==> src/rtl/assert_macros.svh <==
// assertion macros shared by the tracker rtl
`ifndef ASSERT_MACROS_SVH
`define ASSERT_MACROS_SVH

// same-cycle implication, checked out of reset
`define ESDT_ASSERT_IMPL(label, clk, rst_n, ante, cons, msg) \
    label: assert property (@(posedge clk) disable iff (!(rst_n)) (ante) |-> (cons)) \
        else $error(msg);

// next-cycle implication, checked out of reset
`define ESDT_ASSERT_NEXT(label, clk, rst_n, ante, cons, msg) \
    label: assert property (@(posedge clk) disable iff (!(rst_n)) (ante) |=> (cons)) \
        else $error(msg);

`endif

==> src/rtl/esdt_pkg.sv <==
// types and constants of the encoder speed and distance tracker
package esdt_pkg;

    localparam int CNT_W      = 16;
    localparam int SPD_W      = 24;
    localparam int Q_W        = 32;
    localparam int REV_W      = 16;
    localparam int PPR_W      = 15;
    localparam int RCP_W      = 25;
    localparam int RCP_LO_W   = 13;
    localparam int TPS_W      = 10;
    localparam int MUL_B_W    = 13;
    localparam int CFG_W      = 25;
    localparam int CFG_IDX_W  = 2;
    localparam int IN_DATA_W  = 16;
    localparam int OUT_DATA_W = 112;
    localparam int DIV_BITS   = 4;

    localparam int SPD_MAX = 8388607;
    localparam int SPD_MIN = -8388608;

    localparam logic [CFG_IDX_W-1:0] CFG_NEGATE = 2'd0;
    localparam logic [CFG_IDX_W-1:0] CFG_PPR    = 2'd1;
    localparam logic [CFG_IDX_W-1:0] CFG_RECIP  = 2'd2;
    localparam logic [CFG_IDX_W-1:0] CFG_TPS    = 2'd3;

    localparam logic             NEGATE_RST = 1'b0;
    localparam logic [PPR_W-1:0] PPR_RST    = 15'd1024;
    localparam logic [RCP_W-1:0] RCP_RST    = 25'd16384;
    localparam logic [TPS_W-1:0] TPS_RST    = 10'd100;

    localparam logic CMD_TICK  = 1'b0;
    localparam logic CMD_RESET = 1'b1;

    typedef enum logic [4:0] {
        S_IDLE,
        S_NOW,
        S_RESET,
        S_SPEED,
        S_PRIME,
        S_HIST,
        S_DMUL_LO,
        S_DMUL_HI,
        S_DACC,
        S_DFIN,
        S_FMUL_LO,
        S_FMUL_HI,
        S_FACC,
        S_FPREP,
        S_DIV,
        S_FFIN,
        S_DONE
    } t_state;

    typedef enum logic [3:0] {
        OP_NONE,
        OP_NOW,
        OP_RESET,
        OP_SPEED,
        OP_PRIME,
        OP_HIST,
        OP_DMUL_LO,
        OP_DMUL_HI,
        OP_FMUL_LO,
        OP_FMUL_HI,
        OP_ACC_HI,
        OP_DFIN,
        OP_FPREP,
        OP_DIV,
        OP_FFIN,
        OP_LOAD_OUT
    } t_dp_op;

    typedef struct packed {
        logic   load_in;
        t_dp_op op;
    } t_dp_cmd;

    typedef struct packed {
        logic primed;
    } t_dp_stat;

    // cycles of the averaging divider, four quotient bits per cycle
    function automatic int div_cycles(input int depth);
        return (32 + $clog2(depth) + DIV_BITS - 1) / DIV_BITS;
    endfunction

endpackage

==> src/rtl/esdt_ram.sv <==
// generic single write port ram with registered read
module esdt_ram #(
    parameter int WIDTH = 24,
    parameter int DEPTH = 8
) (
    input  logic                                   i_clk,
    input  logic                                   i_we,
    input  logic [((DEPTH > 1) ? $clog2(DEPTH) : 1)-1:0] i_waddr,
    input  logic [WIDTH-1:0]                       i_wdata,
    input  logic [((DEPTH > 1) ? $clog2(DEPTH) : 1)-1:0] i_raddr,
    output logic [WIDTH-1:0]                       o_rdata
);

    logic [WIDTH-1:0] r_mem [DEPTH];

    always_ff @(posedge i_clk) begin
        if (i_we) begin
            r_mem[i_waddr] <= i_wdata;
        end
        o_rdata <= r_mem[i_raddr];
    end

endmodule

==> src/rtl/esdt_ctrl.sv <==
// sequencer of the tracker: walks one word through the shared datapath
module esdt_ctrl #(
    parameter int AVERAGE_DEPTH = 8
) (
    input  logic               i_clk,
    input  logic               i_rst_n,
    input  logic               i_in_valid,
    input  logic               i_in_cmd,
    output logic               o_in_ready,
    output logic               o_out_valid,
    input  logic               i_out_ready,
    output esdt_pkg::t_dp_cmd  o_cmd,
    input  esdt_pkg::t_dp_stat i_stat
);

    localparam int DIV_STEPS = esdt_pkg::div_cycles(AVERAGE_DEPTH);
    localparam int DC_W      = $clog2(DIV_STEPS);

    esdt_pkg::t_state r_state, n_state;
    logic [DC_W-1:0]  r_div_cnt, n_div_cnt;
    logic             r_out_valid, n_out_valid;

    always_ff @(posedge i_clk) begin
        if (!i_rst_n) begin
            r_state     <= esdt_pkg::S_IDLE;
            r_div_cnt   <= '0;
            r_out_valid <= 1'b0;
        end else begin
            r_state     <= n_state;
            r_div_cnt   <= n_div_cnt;
            r_out_valid <= n_out_valid;
        end
    end

    always_comb begin
        n_state       = r_state;
        n_div_cnt     = r_div_cnt;
        n_out_valid   = r_out_valid && !i_out_ready;
        o_in_ready    = 1'b0;
        o_cmd.load_in = 1'b0;
        o_cmd.op      = esdt_pkg::OP_NONE;
        unique case (r_state)
            esdt_pkg::S_IDLE: begin
                o_in_ready = 1'b1;
                if (i_in_valid) begin
                    o_cmd.load_in = 1'b1;
                    n_state = (i_in_cmd == esdt_pkg::CMD_RESET) ? esdt_pkg::S_RESET
                                                                : esdt_pkg::S_NOW;
                end
            end
            esdt_pkg::S_NOW: begin
                o_cmd.op = esdt_pkg::OP_NOW;
                n_state  = esdt_pkg::S_SPEED;
            end
            esdt_pkg::S_RESET: begin
                o_cmd.op = esdt_pkg::OP_RESET;
                n_state  = esdt_pkg::S_FMUL_LO;
            end
            esdt_pkg::S_SPEED: begin
                o_cmd.op = esdt_pkg::OP_SPEED;
                n_state  = i_stat.primed ? esdt_pkg::S_HIST : esdt_pkg::S_PRIME;
            end
            esdt_pkg::S_PRIME: begin
                o_cmd.op = esdt_pkg::OP_PRIME;
                n_state  = esdt_pkg::S_HIST;
            end
            esdt_pkg::S_HIST: begin
                o_cmd.op = esdt_pkg::OP_HIST;
                n_state  = esdt_pkg::S_DMUL_LO;
            end
            esdt_pkg::S_DMUL_LO: begin
                o_cmd.op = esdt_pkg::OP_DMUL_LO;
                n_state  = esdt_pkg::S_DMUL_HI;
            end
            esdt_pkg::S_DMUL_HI: begin
                o_cmd.op = esdt_pkg::OP_DMUL_HI;
                n_state  = esdt_pkg::S_DACC;
            end
            esdt_pkg::S_DACC: begin
                o_cmd.op = esdt_pkg::OP_ACC_HI;
                n_state  = esdt_pkg::S_DFIN;
            end
            esdt_pkg::S_DFIN: begin
                o_cmd.op = esdt_pkg::OP_DFIN;
                n_state  = esdt_pkg::S_FMUL_LO;
            end
            esdt_pkg::S_FMUL_LO: begin
                o_cmd.op = esdt_pkg::OP_FMUL_LO;
                n_state  = esdt_pkg::S_FMUL_HI;
            end
            esdt_pkg::S_FMUL_HI: begin
                o_cmd.op = esdt_pkg::OP_FMUL_HI;
                n_state  = esdt_pkg::S_FACC;
            end
            esdt_pkg::S_FACC: begin
                o_cmd.op = esdt_pkg::OP_ACC_HI;
                n_state  = esdt_pkg::S_FPREP;
            end
            esdt_pkg::S_FPREP: begin
                o_cmd.op  = esdt_pkg::OP_FPREP;
                n_div_cnt = '0;
                n_state   = esdt_pkg::S_DIV;
            end
            esdt_pkg::S_DIV: begin
                o_cmd.op  = esdt_pkg::OP_DIV;
                n_div_cnt = r_div_cnt + 1'b1;
                if (r_div_cnt == DC_W'(DIV_STEPS - 1)) begin
                    n_state = esdt_pkg::S_FFIN;
                end
            end
            esdt_pkg::S_FFIN: begin
                o_cmd.op = esdt_pkg::OP_FFIN;
                n_state  = esdt_pkg::S_DONE;
            end
            esdt_pkg::S_DONE: begin
                // hand the word over once the output register is free
                if (!r_out_valid || i_out_ready) begin
                    o_cmd.op    = esdt_pkg::OP_LOAD_OUT;
                    n_out_valid = 1'b1;
                    n_state     = esdt_pkg::S_IDLE;
                end
            end
            default: begin
                n_state = esdt_pkg::S_IDLE;
            end
        endcase
    end

    assign o_out_valid = r_out_valid;

endmodule

==> src/rtl/esdt_dp.sv <==
// datapath of the tracker: registers, shared multiplier, averaging divider
module esdt_dp #(
    parameter int AVERAGE_DEPTH = 8
) (
    input  logic                                 i_clk,
    input  logic                                 i_rst_n,
    input  logic                                 i_cfg_we,
    input  logic [esdt_pkg::CFG_IDX_W-1:0]       i_cfg_index,
    input  logic [esdt_pkg::CFG_W-1:0]           i_cfg_data,
    input  esdt_pkg::t_dp_cmd                    i_cmd,
    input  logic signed [esdt_pkg::CNT_W-1:0]    i_in_count,
    output esdt_pkg::t_dp_stat                   o_stat,
    output logic [esdt_pkg::OUT_DATA_W-1:0]      o_out_data
);

    localparam int SUM_W     = esdt_pkg::SPD_W + $clog2(AVERAGE_DEPTH);
    localparam int PROD_W    = SUM_W + esdt_pkg::MUL_B_W + 1;
    localparam int ACC_W     = SUM_W + esdt_pkg::RCP_W + 1;
    localparam int IDX_W     = (AVERAGE_DEPTH > 1) ? $clog2(AVERAGE_DEPTH) : 1;
    localparam int RW        = $clog2(AVERAGE_DEPTH) + 1;
    localparam int DIV_STEPS = esdt_pkg::div_cycles(AVERAGE_DEPTH);
    localparam int DIV_PW    = DIV_STEPS * esdt_pkg::DIV_BITS;
    localparam int PAD_W     = esdt_pkg::OUT_DATA_W - 1 - esdt_pkg::SPD_W
                               - 2 * esdt_pkg::Q_W - esdt_pkg::REV_W;

    // configuration
    logic                        r_negate;
    logic [esdt_pkg::PPR_W-1:0]  r_ppr;
    logic [esdt_pkg::RCP_W-1:0]  r_recip;
    logic [esdt_pkg::TPS_W-1:0]  r_tps;

    // tracker state
    logic signed [esdt_pkg::CNT_W-1:0] r_prev;
    logic signed [esdt_pkg::REV_W-1:0] r_revs;
    logic [IDX_W-1:0]                  r_idx;
    logic                              r_primed;
    logic                              r_wrapped;
    logic signed [SUM_W-1:0]           r_sum;

    // per word working registers
    logic signed [esdt_pkg::CNT_W-1:0] r_cnt_in;
    logic signed [esdt_pkg::CNT_W-1:0] r_now;
    logic signed [esdt_pkg::CNT_W-1:0] r_count;
    logic                              r_clear;
    logic signed [esdt_pkg::SPD_W-1:0] r_speed;
    logic signed [esdt_pkg::SPD_W-1:0] r_prime_speed;
    logic signed [PROD_W-1:0]          r_prod;
    logic signed [ACC_W-1:0]           r_acc;
    logic                              r_fneg;
    logic                              r_big;
    logic [DIV_PW-1:0]                 r_dvd;
    logic [RW-1:0]                     r_rem;
    logic signed [esdt_pkg::Q_W-1:0]   r_filt;
    logic signed [esdt_pkg::Q_W-1:0]   r_dist;
    logic [esdt_pkg::OUT_DATA_W-1:0]   r_out;

    logic [esdt_pkg::SPD_W-1:0]          w_ram_rdata;
    logic signed [esdt_pkg::SPD_W-1:0]   w_old;
    logic signed [esdt_pkg::CNT_W-1:0]   w_now;
    logic signed [esdt_pkg::CNT_W:0]     w_neg_in;
    logic signed [esdt_pkg::CNT_W:0]     w_now17;
    logic signed [esdt_pkg::CNT_W:0]     w_ppr17;
    logic signed [esdt_pkg::CNT_W:0]     w_delta;
    logic                                w_fwd;
    logic                                w_back;
    logic signed [SUM_W-1:0]             w_mul_a;
    logic [esdt_pkg::MUL_B_W-1:0]        w_mul_b;
    logic signed [PROD_W-1:0]            w_prod;
    logic [ACC_W-1:0]                    w_amag;
    logic [ACC_W-1:0]                    w_dsh;
    logic [ACC_W-1:0]                    w_m;
    logic                                w_big;
    logic signed [33:0]                  w_dfrac;
    logic signed [33:0]                  w_dsum;
    logic [RW-1:0]                       w_rem;
    logic [DIV_PW-1:0]                   w_dvd;
    logic [32:0]                         w_q;
    logic [32:0]                         w_negq;

    esdt_ram #(
        .WIDTH (esdt_pkg::SPD_W),
        .DEPTH (AVERAGE_DEPTH)
    ) u_hist (
        .i_clk   (i_clk),
        .i_we    (i_cmd.op == esdt_pkg::OP_HIST),
        .i_waddr (r_idx),
        .i_wdata (r_speed),
        .i_raddr (r_idx),
        .o_rdata (w_ram_rdata)
    );

    // entries not yet rewritten since priming still hold the first speed
    assign w_old = r_wrapped ? $signed(w_ram_rdata) : r_prime_speed;

    assign w_neg_in = -(esdt_pkg::CNT_W + 1)'(r_cnt_in);
    always_comb begin
        if (!r_negate) begin
            w_now = r_cnt_in;
        end else if (r_cnt_in == 16'sh8000) begin
            w_now = 16'sh7fff;
        end else begin
            w_now = w_neg_in[esdt_pkg::CNT_W-1:0];
        end
    end

    assign w_now17 = (esdt_pkg::CNT_W + 1)'(r_now);
    assign w_ppr17 = $signed({2'b00, r_ppr});
    assign w_delta = w_now17 - (esdt_pkg::CNT_W + 1)'(r_prev);
    assign w_fwd   = (w_now17 >= w_ppr17);
    assign w_back  = (w_now17 <= -w_ppr17);

    // shared multiplier: signed operand times 13 bit unsigned slice
    always_comb begin
        w_mul_a = '0;
        w_mul_b = '0;
        unique case (i_cmd.op)
            esdt_pkg::OP_SPEED: begin
                w_mul_a = SUM_W'(w_delta);
                w_mul_b = esdt_pkg::MUL_B_W'(r_tps);
            end
            esdt_pkg::OP_PRIME: begin
                w_mul_a = SUM_W'(r_speed);
                w_mul_b = esdt_pkg::MUL_B_W'(AVERAGE_DEPTH);
            end
            esdt_pkg::OP_DMUL_LO: begin
                w_mul_a = SUM_W'(r_count);
                w_mul_b = r_recip[esdt_pkg::RCP_LO_W-1:0];
            end
            esdt_pkg::OP_DMUL_HI: begin
                w_mul_a = SUM_W'(r_count);
                w_mul_b = esdt_pkg::MUL_B_W'(r_recip[esdt_pkg::RCP_W-1:esdt_pkg::RCP_LO_W]);
            end
            esdt_pkg::OP_FMUL_LO: begin
                w_mul_a = r_sum;
                w_mul_b = r_recip[esdt_pkg::RCP_LO_W-1:0];
            end
            esdt_pkg::OP_FMUL_HI: begin
                w_mul_a = r_sum;
                w_mul_b = esdt_pkg::MUL_B_W'(r_recip[esdt_pkg::RCP_W-1:esdt_pkg::RCP_LO_W]);
            end
            default: begin
                w_mul_a = '0;
                w_mul_b = '0;
            end
        endcase
    end

    assign w_prod = w_mul_a * $signed({1'b0, w_mul_b});

    // magnitude rounding, ties away from zero
    assign w_amag = r_acc[ACC_W-1] ? ACC_W'(-r_acc) : ACC_W'(r_acc);
    assign w_dsh  = (w_amag + ACC_W'(128)) >> 8;
    assign w_m    = (w_amag + ACC_W'(128 * AVERAGE_DEPTH)) >> 8;
    assign w_big  = (w_m[ACC_W-1:32] >= (ACC_W - 32)'(AVERAGE_DEPTH));

    assign w_dfrac = r_acc[ACC_W-1] ? -$signed(w_dsh[33:0]) : $signed(w_dsh[33:0]);
    assign w_dsum  = 34'($signed({r_revs, 16'h0000})) + w_dfrac;

    // restoring division by the window length, four bits a cycle
    always_comb begin : div_steps
        logic [RW:0] v_sh;
        logic        v_qb;
        w_rem = r_rem;
        w_dvd = r_dvd;
        for (int k = 0; k < esdt_pkg::DIV_BITS; k++) begin
            v_sh = {w_rem, w_dvd[DIV_PW-1]};
            v_qb = (v_sh >= (RW + 1)'(AVERAGE_DEPTH));
            if (v_qb) begin
                v_sh = v_sh - (RW + 1)'(AVERAGE_DEPTH);
            end
            w_rem = v_sh[RW-1:0];
            w_dvd = {w_dvd[DIV_PW-2:0], v_qb};
        end
    end

    assign w_q    = r_dvd[32:0];
    assign w_negq = 33'd0 - w_q;

    always_ff @(posedge i_clk) begin
        if (!i_rst_n) begin
            r_negate  <= esdt_pkg::NEGATE_RST;
            r_ppr     <= esdt_pkg::PPR_RST;
            r_recip   <= esdt_pkg::RCP_RST;
            r_tps     <= esdt_pkg::TPS_RST;
            r_prev    <= '0;
            r_revs    <= '0;
            r_idx     <= '0;
            r_primed  <= 1'b0;
            r_wrapped <= 1'b0;
            r_sum     <= '0;
        end else begin
            if (i_cfg_we) begin
                unique case (i_cfg_index)
                    esdt_pkg::CFG_NEGATE: r_negate <= i_cfg_data[0];
                    esdt_pkg::CFG_PPR:    r_ppr    <= i_cfg_data[esdt_pkg::PPR_W-1:0];
                    esdt_pkg::CFG_RECIP:  r_recip  <= i_cfg_data[esdt_pkg::RCP_W-1:0];
                    esdt_pkg::CFG_TPS:    r_tps    <= i_cfg_data[esdt_pkg::TPS_W-1:0];
                endcase
            end
            unique case (i_cmd.op)
                esdt_pkg::OP_RESET: begin
                    r_prev <= '0;
                    r_revs <= '0;
                end
                esdt_pkg::OP_SPEED: begin
                    if (w_fwd) begin
                        if (r_revs != 16'sh7fff) begin
                            r_revs <= r_revs + 16'sd1;
                        end
                        r_prev <= '0;
                    end else if (w_back) begin
                        if (r_revs != 16'sh8000) begin
                            r_revs <= r_revs - 16'sd1;
                        end
                        r_prev <= '0;
                    end else begin
                        r_prev <= r_now;
                    end
                end
                esdt_pkg::OP_PRIME: begin
                    r_sum    <= SUM_W'(w_prod);
                    r_primed <= 1'b1;
                end
                esdt_pkg::OP_HIST: begin
                    r_sum <= r_sum + SUM_W'(r_speed) - SUM_W'(w_old);
                    if (r_idx == IDX_W'(AVERAGE_DEPTH - 1)) begin
                        r_idx     <= '0;
                        r_wrapped <= 1'b1;
                    end else begin
                        r_idx <= r_idx + 1'b1;
                    end
                end
                default: begin
                end
            endcase
        end
    end

    always_ff @(posedge i_clk) begin
        if (i_cmd.load_in) begin
            r_cnt_in <= i_in_count;
        end
        unique case (i_cmd.op)
            esdt_pkg::OP_NOW: begin
                r_now <= w_now;
            end
            esdt_pkg::OP_RESET: begin
                r_clear <= 1'b1;
                r_speed <= '0;
                r_dist  <= '0;
            end
            esdt_pkg::OP_SPEED: begin
                if (w_prod > PROD_W'(esdt_pkg::SPD_MAX)) begin
                    r_speed <= 24'sh7fffff;
                end else if (w_prod < PROD_W'(esdt_pkg::SPD_MIN)) begin
                    r_speed <= 24'sh800000;
                end else begin
                    r_speed <= w_prod[esdt_pkg::SPD_W-1:0];
                end
                r_clear <= w_fwd || w_back;
                r_count <= (w_fwd || w_back) ? '0 : r_now;
            end
            esdt_pkg::OP_PRIME: begin
                r_prime_speed <= r_speed;
            end
            esdt_pkg::OP_DMUL_LO, esdt_pkg::OP_FMUL_LO: begin
                r_acc <= ACC_W'(w_prod);
            end
            esdt_pkg::OP_DMUL_HI, esdt_pkg::OP_FMUL_HI: begin
                r_prod <= w_prod;
            end
            esdt_pkg::OP_ACC_HI: begin
                r_acc <= r_acc + (ACC_W'(r_prod) <<< esdt_pkg::RCP_LO_W);
            end
            esdt_pkg::OP_DFIN: begin
                if (w_dsum > 34'sh0_7fff_ffff) begin
                    r_dist <= 32'sh7fff_ffff;
                end else if (w_dsum < 34'sh3_8000_0000) begin
                    r_dist <= 32'sh8000_0000;
                end else begin
                    r_dist <= w_dsum[esdt_pkg::Q_W-1:0];
                end
            end
            esdt_pkg::OP_FPREP: begin
                r_fneg <= r_acc[ACC_W-1];
                r_big  <= w_big;
                r_dvd  <= w_m[DIV_PW-1:0];
                r_rem  <= '0;
            end
            esdt_pkg::OP_DIV: begin
                r_dvd <= w_dvd;
                r_rem <= w_rem;
            end
            esdt_pkg::OP_FFIN: begin
                if (!r_primed) begin
                    r_filt <= '0;
                end else if (r_big) begin
                    r_filt <= r_fneg ? 32'sh8000_0000 : 32'sh7fff_ffff;
                end else if (!r_fneg) begin
                    r_filt <= (w_q > 33'h0_7fff_ffff) ? 32'sh7fff_ffff : w_q[31:0];
                end else begin
                    r_filt <= (w_q > 33'h0_8000_0000) ? 32'sh8000_0000 : w_negq[31:0];
                end
            end
            esdt_pkg::OP_LOAD_OUT: begin
                r_out <= {PAD_W'(0), r_dist, r_revs, r_filt, r_speed, r_clear};
            end
            default: begin
            end
        endcase
    end

    assign o_stat.primed = r_primed;
    assign o_out_data    = r_out;

endmodule

==> src/rtl/encoder_speed_distance_tracker.sv <==
// top level of the encoder speed and distance tracker
//
// Input stream: one word per encoder sample tick or distance reset command.
// tuser selects the command (0 sample tick, 1 reset distance), tdata carries
// the signed raw counter reading. Each input word gives exactly one output
// word with the clear request, raw and averaged speed, revolutions and
// distance.
// Registers are written through the plain write port; the user must write them
// only while the block is idle, which the block itself does not enforce.
// Steps of a sample tick: the new count, the speed, on the very first tick a
// pass that preloads the average, the history update, the distance products,
// the average products, and the divider that forms the average. A reset command
// clears distance and revolutions, then runs only the average steps. All work
// runs in turn through the single shared 13 bit slice multiplier and the
// four-bit-per-cycle divider. A word is taken only in idle, one in flight.
// The result sits in an output register, so a new input is accepted while the
// previous result waits; a stalled receiver holds the sequencer only when the
// next result is ready and the register is still full.
// Reset clears the registers to their defaults, the revolution count, the
// previous count and the average; no clearing pass is needed.
`include "assert_macros.svh"

module encoder_speed_distance_tracker #(
    parameter int AVERAGE_DEPTH = 8
) (
    input  logic                                i_clk,
    input  logic                                i_rst_n,
    input  logic                                i_cfg_we,
    input  logic [esdt_pkg::CFG_IDX_W-1:0]      i_cfg_index,
    input  logic [esdt_pkg::CFG_W-1:0]          i_cfg_data,
    input  logic                                s_axis_tvalid,
    output logic                                s_axis_tready,
    // [15:0] counter_value
    input  logic [esdt_pkg::IN_DATA_W-1:0]      s_axis_tdata,
    // [0] command
    input  logic                                s_axis_tuser,
    output logic                                m_axis_tvalid,
    input  logic                                m_axis_tready,
    // [0] clear_counter, [24:1] speed_pulses, [56:25] filtered_speed,
    // [72:57] revolutions, [104:73] distance, [111:105] zero
    output logic [esdt_pkg::OUT_DATA_W-1:0]     m_axis_tdata
);

    esdt_pkg::t_dp_cmd  w_cmd;
    esdt_pkg::t_dp_stat w_stat;

    esdt_ctrl #(
        .AVERAGE_DEPTH (AVERAGE_DEPTH)
    ) u_ctrl (
        .i_clk       (i_clk),
        .i_rst_n     (i_rst_n),
        .i_in_valid  (s_axis_tvalid),
        .i_in_cmd    (s_axis_tuser),
        .o_in_ready  (s_axis_tready),
        .o_out_valid (m_axis_tvalid),
        .i_out_ready (m_axis_tready),
        .o_cmd       (w_cmd),
        .i_stat      (w_stat)
    );

    esdt_dp #(
        .AVERAGE_DEPTH (AVERAGE_DEPTH)
    ) u_dp (
        .i_clk       (i_clk),
        .i_rst_n     (i_rst_n),
        .i_cfg_we    (i_cfg_we),
        .i_cfg_index (i_cfg_index),
        .i_cfg_data  (i_cfg_data),
        .i_cmd       (w_cmd),
        .i_in_count  ($signed(s_axis_tdata)),
        .o_stat      (w_stat),
        .o_out_data  (m_axis_tdata)
    );

    // one word in flight: the sequencer is busy right after an accept
    `ESDT_ASSERT_NEXT(a_busy_after_accept, i_clk, i_rst_n, s_axis_tvalid && s_axis_tready, !s_axis_tready, "input accepted while a word is in flight")
    // a result is loaded only as the sequencer returns to idle
    `ESDT_ASSERT_IMPL(a_idle_on_result, i_clk, i_rst_n, $rose(m_axis_tvalid), s_axis_tready, "result loaded while sequencer busy")
    // the average stays preloaded once primed
    `ESDT_ASSERT_IMPL(a_primed_sticks, i_clk, i_rst_n, 1'b1, !$fell(w_stat.primed), "average lost its preload")

endmodule
==> config.mk <==
export PLATFORM = sky130hd
export DESIGN_NAME = encoder_speed_distance_tracker
export DESIGN_NICKNAME = d
export VERILOG_FILES = /design/src/rtl/esdt_pkg.sv /design/src/rtl/esdt_ram.sv /design/src/rtl/esdt_ctrl.sv /design/src/rtl/esdt_dp.sv /design/src/rtl/encoder_speed_distance_tracker.sv
export VERILOG_INCLUDE_DIRS = /design/src /design/src/rtl
export SDC_FILE = /design/constraint.sdc
export NUM_CORES = 2
export LEC_CHECK = 0
export ABC_AREA = 1
export BUFFER_PORTS_ARGS = -buffer_cell sky130_fd_sc_hd__buf_4
export CAP_MARGIN = 20
export CORE_MARGIN = 2
export CORE_UTILIZATION = 30
export DETAILED_ROUTE_END_ITERATION = 8
export PLACE_DENSITY = 0.5
export SLEW_MARGIN = 30
export SYNTH_ARGS = -nofsm -noshare
export SYNTH_HDL_FRONTEND = slang
export SYNTH_SLANG_ARGS = --single-unit
==> constraint.sdc <==
create_clock -name i_clk -period 8.7 [get_ports i_clk]
set_input_delay 0.435 -clock i_clk [delete_from_list [all_inputs] [get_ports i_clk]]
set_output_delay 0.435 -clock i_clk [all_outputs]
set_load 0.01 [all_outputs]
# [Yosys cells after proc, flatten, opt, wreduce, memory -nomap -nowiden]
# Memory sizes are Yosys's and may differ from the RTL's. A register that Yosys moved wholly into a read port is not among the register bits.
# Cells that the tools add are included.
[op_classes] addsub=20 mul=1 magnitude_cmp=13 eq_ne=45 n_mux=52 reduce_logical=26
[ops] operator="two-way mux 32 bit" n=7
[ops] operator="two-way mux 16 bit" n=8
[ops] operator="one-hot mux 27 bit (4 select lines)" n=1
[ops] operator="one-hot mux 53 bit (2 select lines)" n=1
[ops] operator="one-hot mux 5 bit (16 select lines)" n=1
[ops] operator="two-way mux 24 bit" n=3
[ops] operator="one-hot mux 36 bit (2 select lines)" n=1
[ops] operator="one-hot mux 16 bit (2 select lines)" n=2
[ops] operator="one-hot mux 32 bit (2 select lines)" n=1
[ops] operator="one-hot mux 4 bit (15 select lines)" n=1
[ops] operator="one-hot mux 27 bit (2 select lines)" n=1
[ops] operator="adder 53 x 11 -> 53 bit, second input constant" n=1
[ops] operator="adder 53 bit" n=1
[ops] operator="two-way mux 53 bit" n=1
[ops] operator="negator 53 bit" n=1
[ops] operator="one-hot mux 13 bit (4 select lines)" n=1
[ops] operator="one-hot mux 24 bit (2 select lines)" n=1
[ops] operator="adder 42 x 8 -> 42 bit, second input constant" n=1
[ops] operator="greater-than comparator 41 x 24 -> 1 bit, second input constant" n=1
[ops] operator="< comparator 41 x 24 -> 1 bit, second input constant" n=1
[ops] operator="multiplier 27 x 14 -> 41 bit" n=1
[ops] operator="equality test 5 x 4 -> 1 bit, second input constant" n=8
[ops] operator="equality test 4 bit, second input constant" n=9
[ops] operator="adder 32 x 34 -> 34 bit" n=1
[ops] operator="54 further kinds" n=102
[totals] regBits=526 ram_bits=192 input_bits=49 out_inout_bits=114 memories=1
[memory_table] memory="u_dp.u_hist.r_mem" words=8 word_bits=24 rd=1 rd_clocked_by_memory_dff=1 wr=1 line_no="esdt_ram.sv:14" source="logic [WIDTH-1:0] r_mem [DEPTH];"

# [Logic depth before layout (Yosys ltp)]
[logic_depth] ltp_word=12 depth_mapped=53 ltp_nobuf=52

# [Hierarchy]
# A second synthesis with hierarchy kept.
[hier_totals] cells_unflattened=6744 area_unflattened_um2=55459.4
[modules_own_cells] module="esdt_dp" instances=1 cells_per_inst=5752 area_each_um2=45810.2 seq_area_each_um2=14343.8
[modules_own_cells] module="esdt_ram" instances=1 cells_per_inst=872 area_each_um2=8906.0 seq_area_each_um2=6246.0
[modules_own_cells] module="esdt_ctrl" instances=1 cells_per_inst=120 area_each_um2=743.2 seq_area_each_um2=200.2

# [Least setup slack after synthesis]
# Ideal clock, no wire load.
[synth_path] kind="register -> register" from="register u_ctrl.r_state[1]" to="register u_dp.r_speed[0] in the netlist's numbering (data pin)" setup_time_ns=0.270 t_arrival_ns=9.000 path_slack_ns=-0.570 path_stages_with_launch=36 path_buffers=2 path_cell_list="dfxtp_1 inv_1 nor2_1 inv_1 nor2_1 o21ai_0 inv_1 clkbuf_1 a221oi_1 clkinv_1 nand2_1 fa_1 inv_1 fa_1 inv_1 fa_1 inv_1 fa_1 fa_1 inv_1 fa_1 inv_1 ha_1 inv_1 nor4_1 nand2_1 nor3_1 nand3_1 nand3_1 xor2_1 or2_2 nor2_1 nand3b_1 nand2_1 buf_2 a21oi_1"
[synth_between] elab_chain_cells=11
[synth_lines] item="from (decl)" line_no="esdt_ctrl.sv:19" source="esdt_pkg::t_state r_state, n_state;"
[synth_lines] item="from (signal assigned)" line_no="esdt_ctrl.sv:25" source="r_state <= esdt_pkg::S_IDLE;"
[synth_lines] item="from (signal assigned)" line_no="esdt_ctrl.sv:29" source="r_state <= n_state;"
[synth_lines] item="equality test 5 x 4 -> 1 bit" line_no="esdt_ctrl.sv:42" source="unique case (r_state)"
[synth_lines] item="OR reduction 2 bit (no source line)"
[synth_lines] item="one-hot mux 4 bit (15 select lines) *" line_no="esdt_ctrl.sv:42"
[synth_lines] item="equality test 4 bit / equality test 4 x 3 -> 1 bit (equally long branches)" line_no="esdt_dp.sv:116" source="unique case (i_cmd.op)"
[synth_lines] item="OR reduction 2 bit (no source line)"
[synth_lines] item="one-hot mux 27 bit (4 select lines) / one-hot mux 13 bit (4 select lines) (equally long branches)" line_no="esdt_dp.sv:116"
[synth_lines] item="multiplier 27 x 14 -> 41 bit *" line_no="esdt_dp.sv:148" source="assign w_prod = w_mul_a * $signed({1'b0, w_mul_b});"
[synth_lines] item="net u_dp.w_prod[39]" line_no="esdt_dp.sv:68" source="logic signed [PROD_W-1:0] w_prod;"
[synth_lines] item="< comparator 41 x 24 -> 1 bit" line_no="esdt_dp.sv:255" source="end else if (w_prod < PROD_W'(esdt_pkg::SPD_MIN)) begin"
[synth_lines] item="two-way mux 24 bit" line_no="esdt_dp.sv:255"
[synth_lines] item="two-way mux 24 bit *" line_no="esdt_dp.sv:253" source="if (w_prod > PROD_W'(esdt_pkg::SPD_MAX)) begin"
[synth_lines] item="one-hot mux 24 bit (2 select lines) *" line_no="esdt_dp.sv:243" source="unique case (i_cmd.op)"
[synth_lines] item="to (signal assigned)" line_no="esdt_dp.sv:258" source="r_speed <= w_prod[esdt_pkg::SPD_W-1:0];"
[synth_lines] item="to (decl)" line_no="esdt_dp.sv:45" source="logic signed [esdt_pkg::SPD_W-1:0] r_speed;"
# Mark *: on every way through the listed nets, which the timed path passes. The rest lies on a longest branch.
# A chain may end at the register's enable or synchronous reset.

# [Worst setup path in the final report]
[layout_path] from="register u_dp.r_now[0] in the netlist's numbering" to="register u_dp.r_speed[12] in the netlist's numbering (data pin)"
[layout_between] elab_chain_cells=7
[layout_lines] item="from (decl)" line_no="esdt_dp.sv:42" source="logic signed [esdt_pkg::CNT_W-1:0] r_now;"
[layout_lines] item="from (signal assigned)" line_no="esdt_dp.sv:245" source="r_now <= w_now;"
[layout_lines] item="subtractor 16 x 16 -> 17 bit *" line_no="esdt_dp.sv:108" source="assign w_delta = w_now17 - (esdt_pkg::CNT_W + 1)'(r_prev);"
[layout_lines] item="one-hot mux 27 bit (4 select lines) *" line_no="esdt_dp.sv:116"
[layout_lines] item="multiplier 27 x 14 -> 41 bit *" line_no="esdt_dp.sv:148"
[layout_lines] item="net u_dp.w_prod[39]" line_no="esdt_dp.sv:68"
[layout_lines] item="< comparator 41 x 24 -> 1 bit" line_no="esdt_dp.sv:255"
[layout_lines] item="two-way mux 24 bit" line_no="esdt_dp.sv:255"
[layout_lines] item="two-way mux 24 bit *" line_no="esdt_dp.sv:253"
[layout_lines] item="one-hot mux 24 bit (2 select lines) *" line_no="esdt_dp.sv:243"
# Marks and branches as above.

==> impl_metrics.ini <==
[synthesis]
synth.top_cells.by_count = nand2_1 (1349), inv_1 (1095), edfxtp_1 (593), nor2_1 (593), fa_1 (353)
muxShareOfSynthArea_pct = 0
synth_area_leaders = edfxtp_1 (33%), fa_1 (13%), nand2_1 (9.4%)
synth_xor_area_share_pct = 3.00
netlist_area_um2 = 53900
synth_compound_area_share_pct = 9.77
avgSynthCellArea_um2 = 8.53
netlist_instances = 6316
ys.flop_type = edfxtp_1
ys_types = 67
yosys_warnings = 0
synth_top_area_cell = edfxtp_1
synth_async_sr_flop_share_pct = 0
synth.most_common_cell = nand2_1
synth_fa_ha_area_share_pct = 19.0
synth_edf_count = 593
synth-seq-cells = 742
synth_top_area_share_pct = 33.0
synth_top_family_by_area = simple AND/OR/NAND/NOR gates
ys_seq_area_share_pct = 38.6
synthSimpleGateAreaFrac_pct = 20.6

[layout]
fin_nets = 7528
area_growth_syn_to_layout_pct = 22.1
stdcell_area_um2 = 65800
layout.cells.non_filler = 9298
final_core_util_pct = 36.9
drive_above_1_share_pct = 17.7
num_antenna_cells = 0

[clock_tree]
htreeDepth = 3
cts_tree = done
clockRootBuffer = clkbuf_16
clock_sinks = 742
path_clk_slew_ps = 60
cts_inserted_buffers = 85
clockBufferDepth = 3
clock_latency_ps = 720

[floorplan]
placementRows = 155
die_area_um2 = 183000
coreArea_um2 = 178000
initial_core_util_pct = 30.2
pin_count = 163
die_h_um = 428
die_w_um = 428

[sta]
period_minus_slack_ps = 8540
skew_ps = 32.2
maxSlewHeadroom_pct = 36.7
fmax_mhz = 117
worst_pin_slew_ps = 948
maxSlewViolCount = 0
fin_crit_sh_pct = 98.2
tns_ps = 0
setup_ws_ps = 159
rsz0062_at_grt = true
setup_viol = 0
hold_violations = 0

[critical_path]
crit_top_cell = fa_1
cp.required_ps = 9130
worstSetupStartpoint = u_dp.r_now[0]$_DFFE_PN_
worstSetupPathType = register to register
crit_path_max_fanout = 7
critPathLaunchType = register
arrival_ps = 8970
rr_startpoint = u_dp.r_now[0]$_DFFE_PN_
crit_path_end_kind = register
cp_slowest_cell = fa_1
max_stage_delay_ps = 520

[pwr]
p_per_area_nw_per_um2 = 187
switching_share_pct = 37.5
clock_power_share_pct = 29.6
p_seq_share_pct = 37.0
power.net_switching_mw = 4.62
share_comb_of_total_power_pct = 33.4
p_int_mw = 7.69
peakVddDrop_v = 0.000134
p_leak_nw = 28.6

[place]
gp_congestion = 0.930
place_ws_ps = -368
place_area_um2 = 60500
dp_cells = 9043
hpwl_mm = 136
io_buffers = 155

[worst_hold_path]
min-delay-start = i_cfg_data[12]
worstHoldPathType = input port to register

[global_route]
overflow = 0
grt_pass1_vias = 44090
grtUsageTotal_pct = 18.7
antenna_found_initial = 0
grt_max_degree = 74
grt_pass1_wl_mm = 266

[drt]
route.vias.total = 44552
antenna_left = 0
wl_mm = 175
dr.pass1.iters = 5
drt_iter0_markers = 3364
wl_per_cell_um = 18.8
drc = 0
via_per_inst = 4.79

[run]
cap_violations = 0

[status]
outcome = completed
-- cell families (layout without fill, tap and decap cells) --
| kind of cell | Yosys count | in the layout |
|---|---|---|
| AOI/OAI and AO/OA | 909 | 909 |
| xor gates and xnor gates | 184 | 184 |
| adders and majority gates | 605 | 605 |
| buffers and inverters | 1285 | 1906 |
| DFF | 742 | 742 |
| other | 1 | 7 |
| and+or+nand+nor | 2590 | 2590 |
-- critical path, delay by kind of cell (launching register included) --
family          cells  cell delay, ps
xor+xnor            1             210
compound gates      8            1100
flops               1             400
fa+ha+maj           9            3710
buf+inv            13            1190
simple gates       16            1640
-- sequential cells by signal, summed over array words and instances, names as in the netlist, 3 cells and up --
name and count:
u_dp.r_idx 3, u_dp.r_cnt_in 16, u_dp.r_ppr 15, u_dp.r_now 16
u_dp.u_hist.o_rdata 24, u_dp.r_revs 16, u_dp.r_prod 40, u_dp.u_hist.r_mem 192
u_ctrl.r_state 5, u_dp.r_prev 16, u_dp.r_tps 10, u_dp.r_prime_speed 24
u_dp.r_dist 32, u_dp.r_acc 53, u_dp.r_speed 24, u_dp.r_rem 4
u_ctrl.r_div_cnt 4, u_dp.r_recip 25, u_dp.r_dvd 36, u_dp.o_out_data 105
u_dp.r_sum 27, u_dp.r_count 16, u_dp.r_filt 32
-- layout make-up --
class                   count  area [um2]
repair buffers            637        5290
fillers                 18284      113000
inverters                1113        4190
clock inverters            43         509
multi-input cells        4295       29800
flip-flops and latches    742       20800
clock buffers             113        2310
well taps                2355        2950
-- final timing paths --
| path | to | slack [ps] | depth (start not counted) |
|---|---|---|---|
| hold reg to reg | u_dp.o_out_data[93]$_DFFE_PN_ | 410 | 0 |
| setup / recovery | u_dp.r_speed[12]$_SDFFCE_PN0N_ | 160 | 47 |
| setup reg to reg | u_dp.r_speed[12]$_SDFFCE_PN0N_ | 160 | 47 |
| hold / removal | u_dp.r_recip[12]$_SDFFE_PN0P_ | 70 | 3 |
-- power by group through the flow --
stage               registers [mW]  clock network (mW)  logic, mW
floorplan                     4.49                   0       2.56
global placement              4.63                   0       3.87
detailed placement            4.63                   0       3.89
CTS                           4.56                3.75       3.94
global route                  4.59                3.87       4.55
finish                        4.56                3.64       4.11
-- layer usage --
metal	track usage (%)	part of all wire [%]	up-vias
li1	-	-	21690
met3	2.29	4.9	216
met4	4.72	3.0	0
met2	30.9	46	1122
met1	25.9	46	21524
met5	0	0	-
-- placed cells by master (no fill, tap or decap), types with 41 or more instances in the layout --
cell type	instances
ha_1	223
a31oi_1	41
o21ai_0	264
clkbuf_16	91
nor3_1	67
nor2_1	540
inv_2	70
dfxtp_1	148
xnor2_1	49
a21oi_1	309
xor2_1	124
nand4_1	84
buf_4	551
inv_1	1031
fa_1	329
nor2_2	66
edfxtp_1	593
nand2_1	1285
nand3_1	260
nand2_2	101
-- stage by stage --
stage                     power (mW)  hold slack, ps
final                           12.3            67.0
after global routing            13.0            55.1
after CTS                       12.2            3.87
after detailed placement        8.52             405
after global placement          8.49             402
after floorplan                 7.05             400
-- repair_timing --
item	in CTS	in global routing
gates cloned	1	5
endpoints found under the hold margin	47	0
gates resized for setup	62	348
pin swaps	15	241
hold buffers	39	0
setup buffers	13	42
endpoints found under the setup margin	24	52
Note: power is estimated with default switching activity, not from simulation.
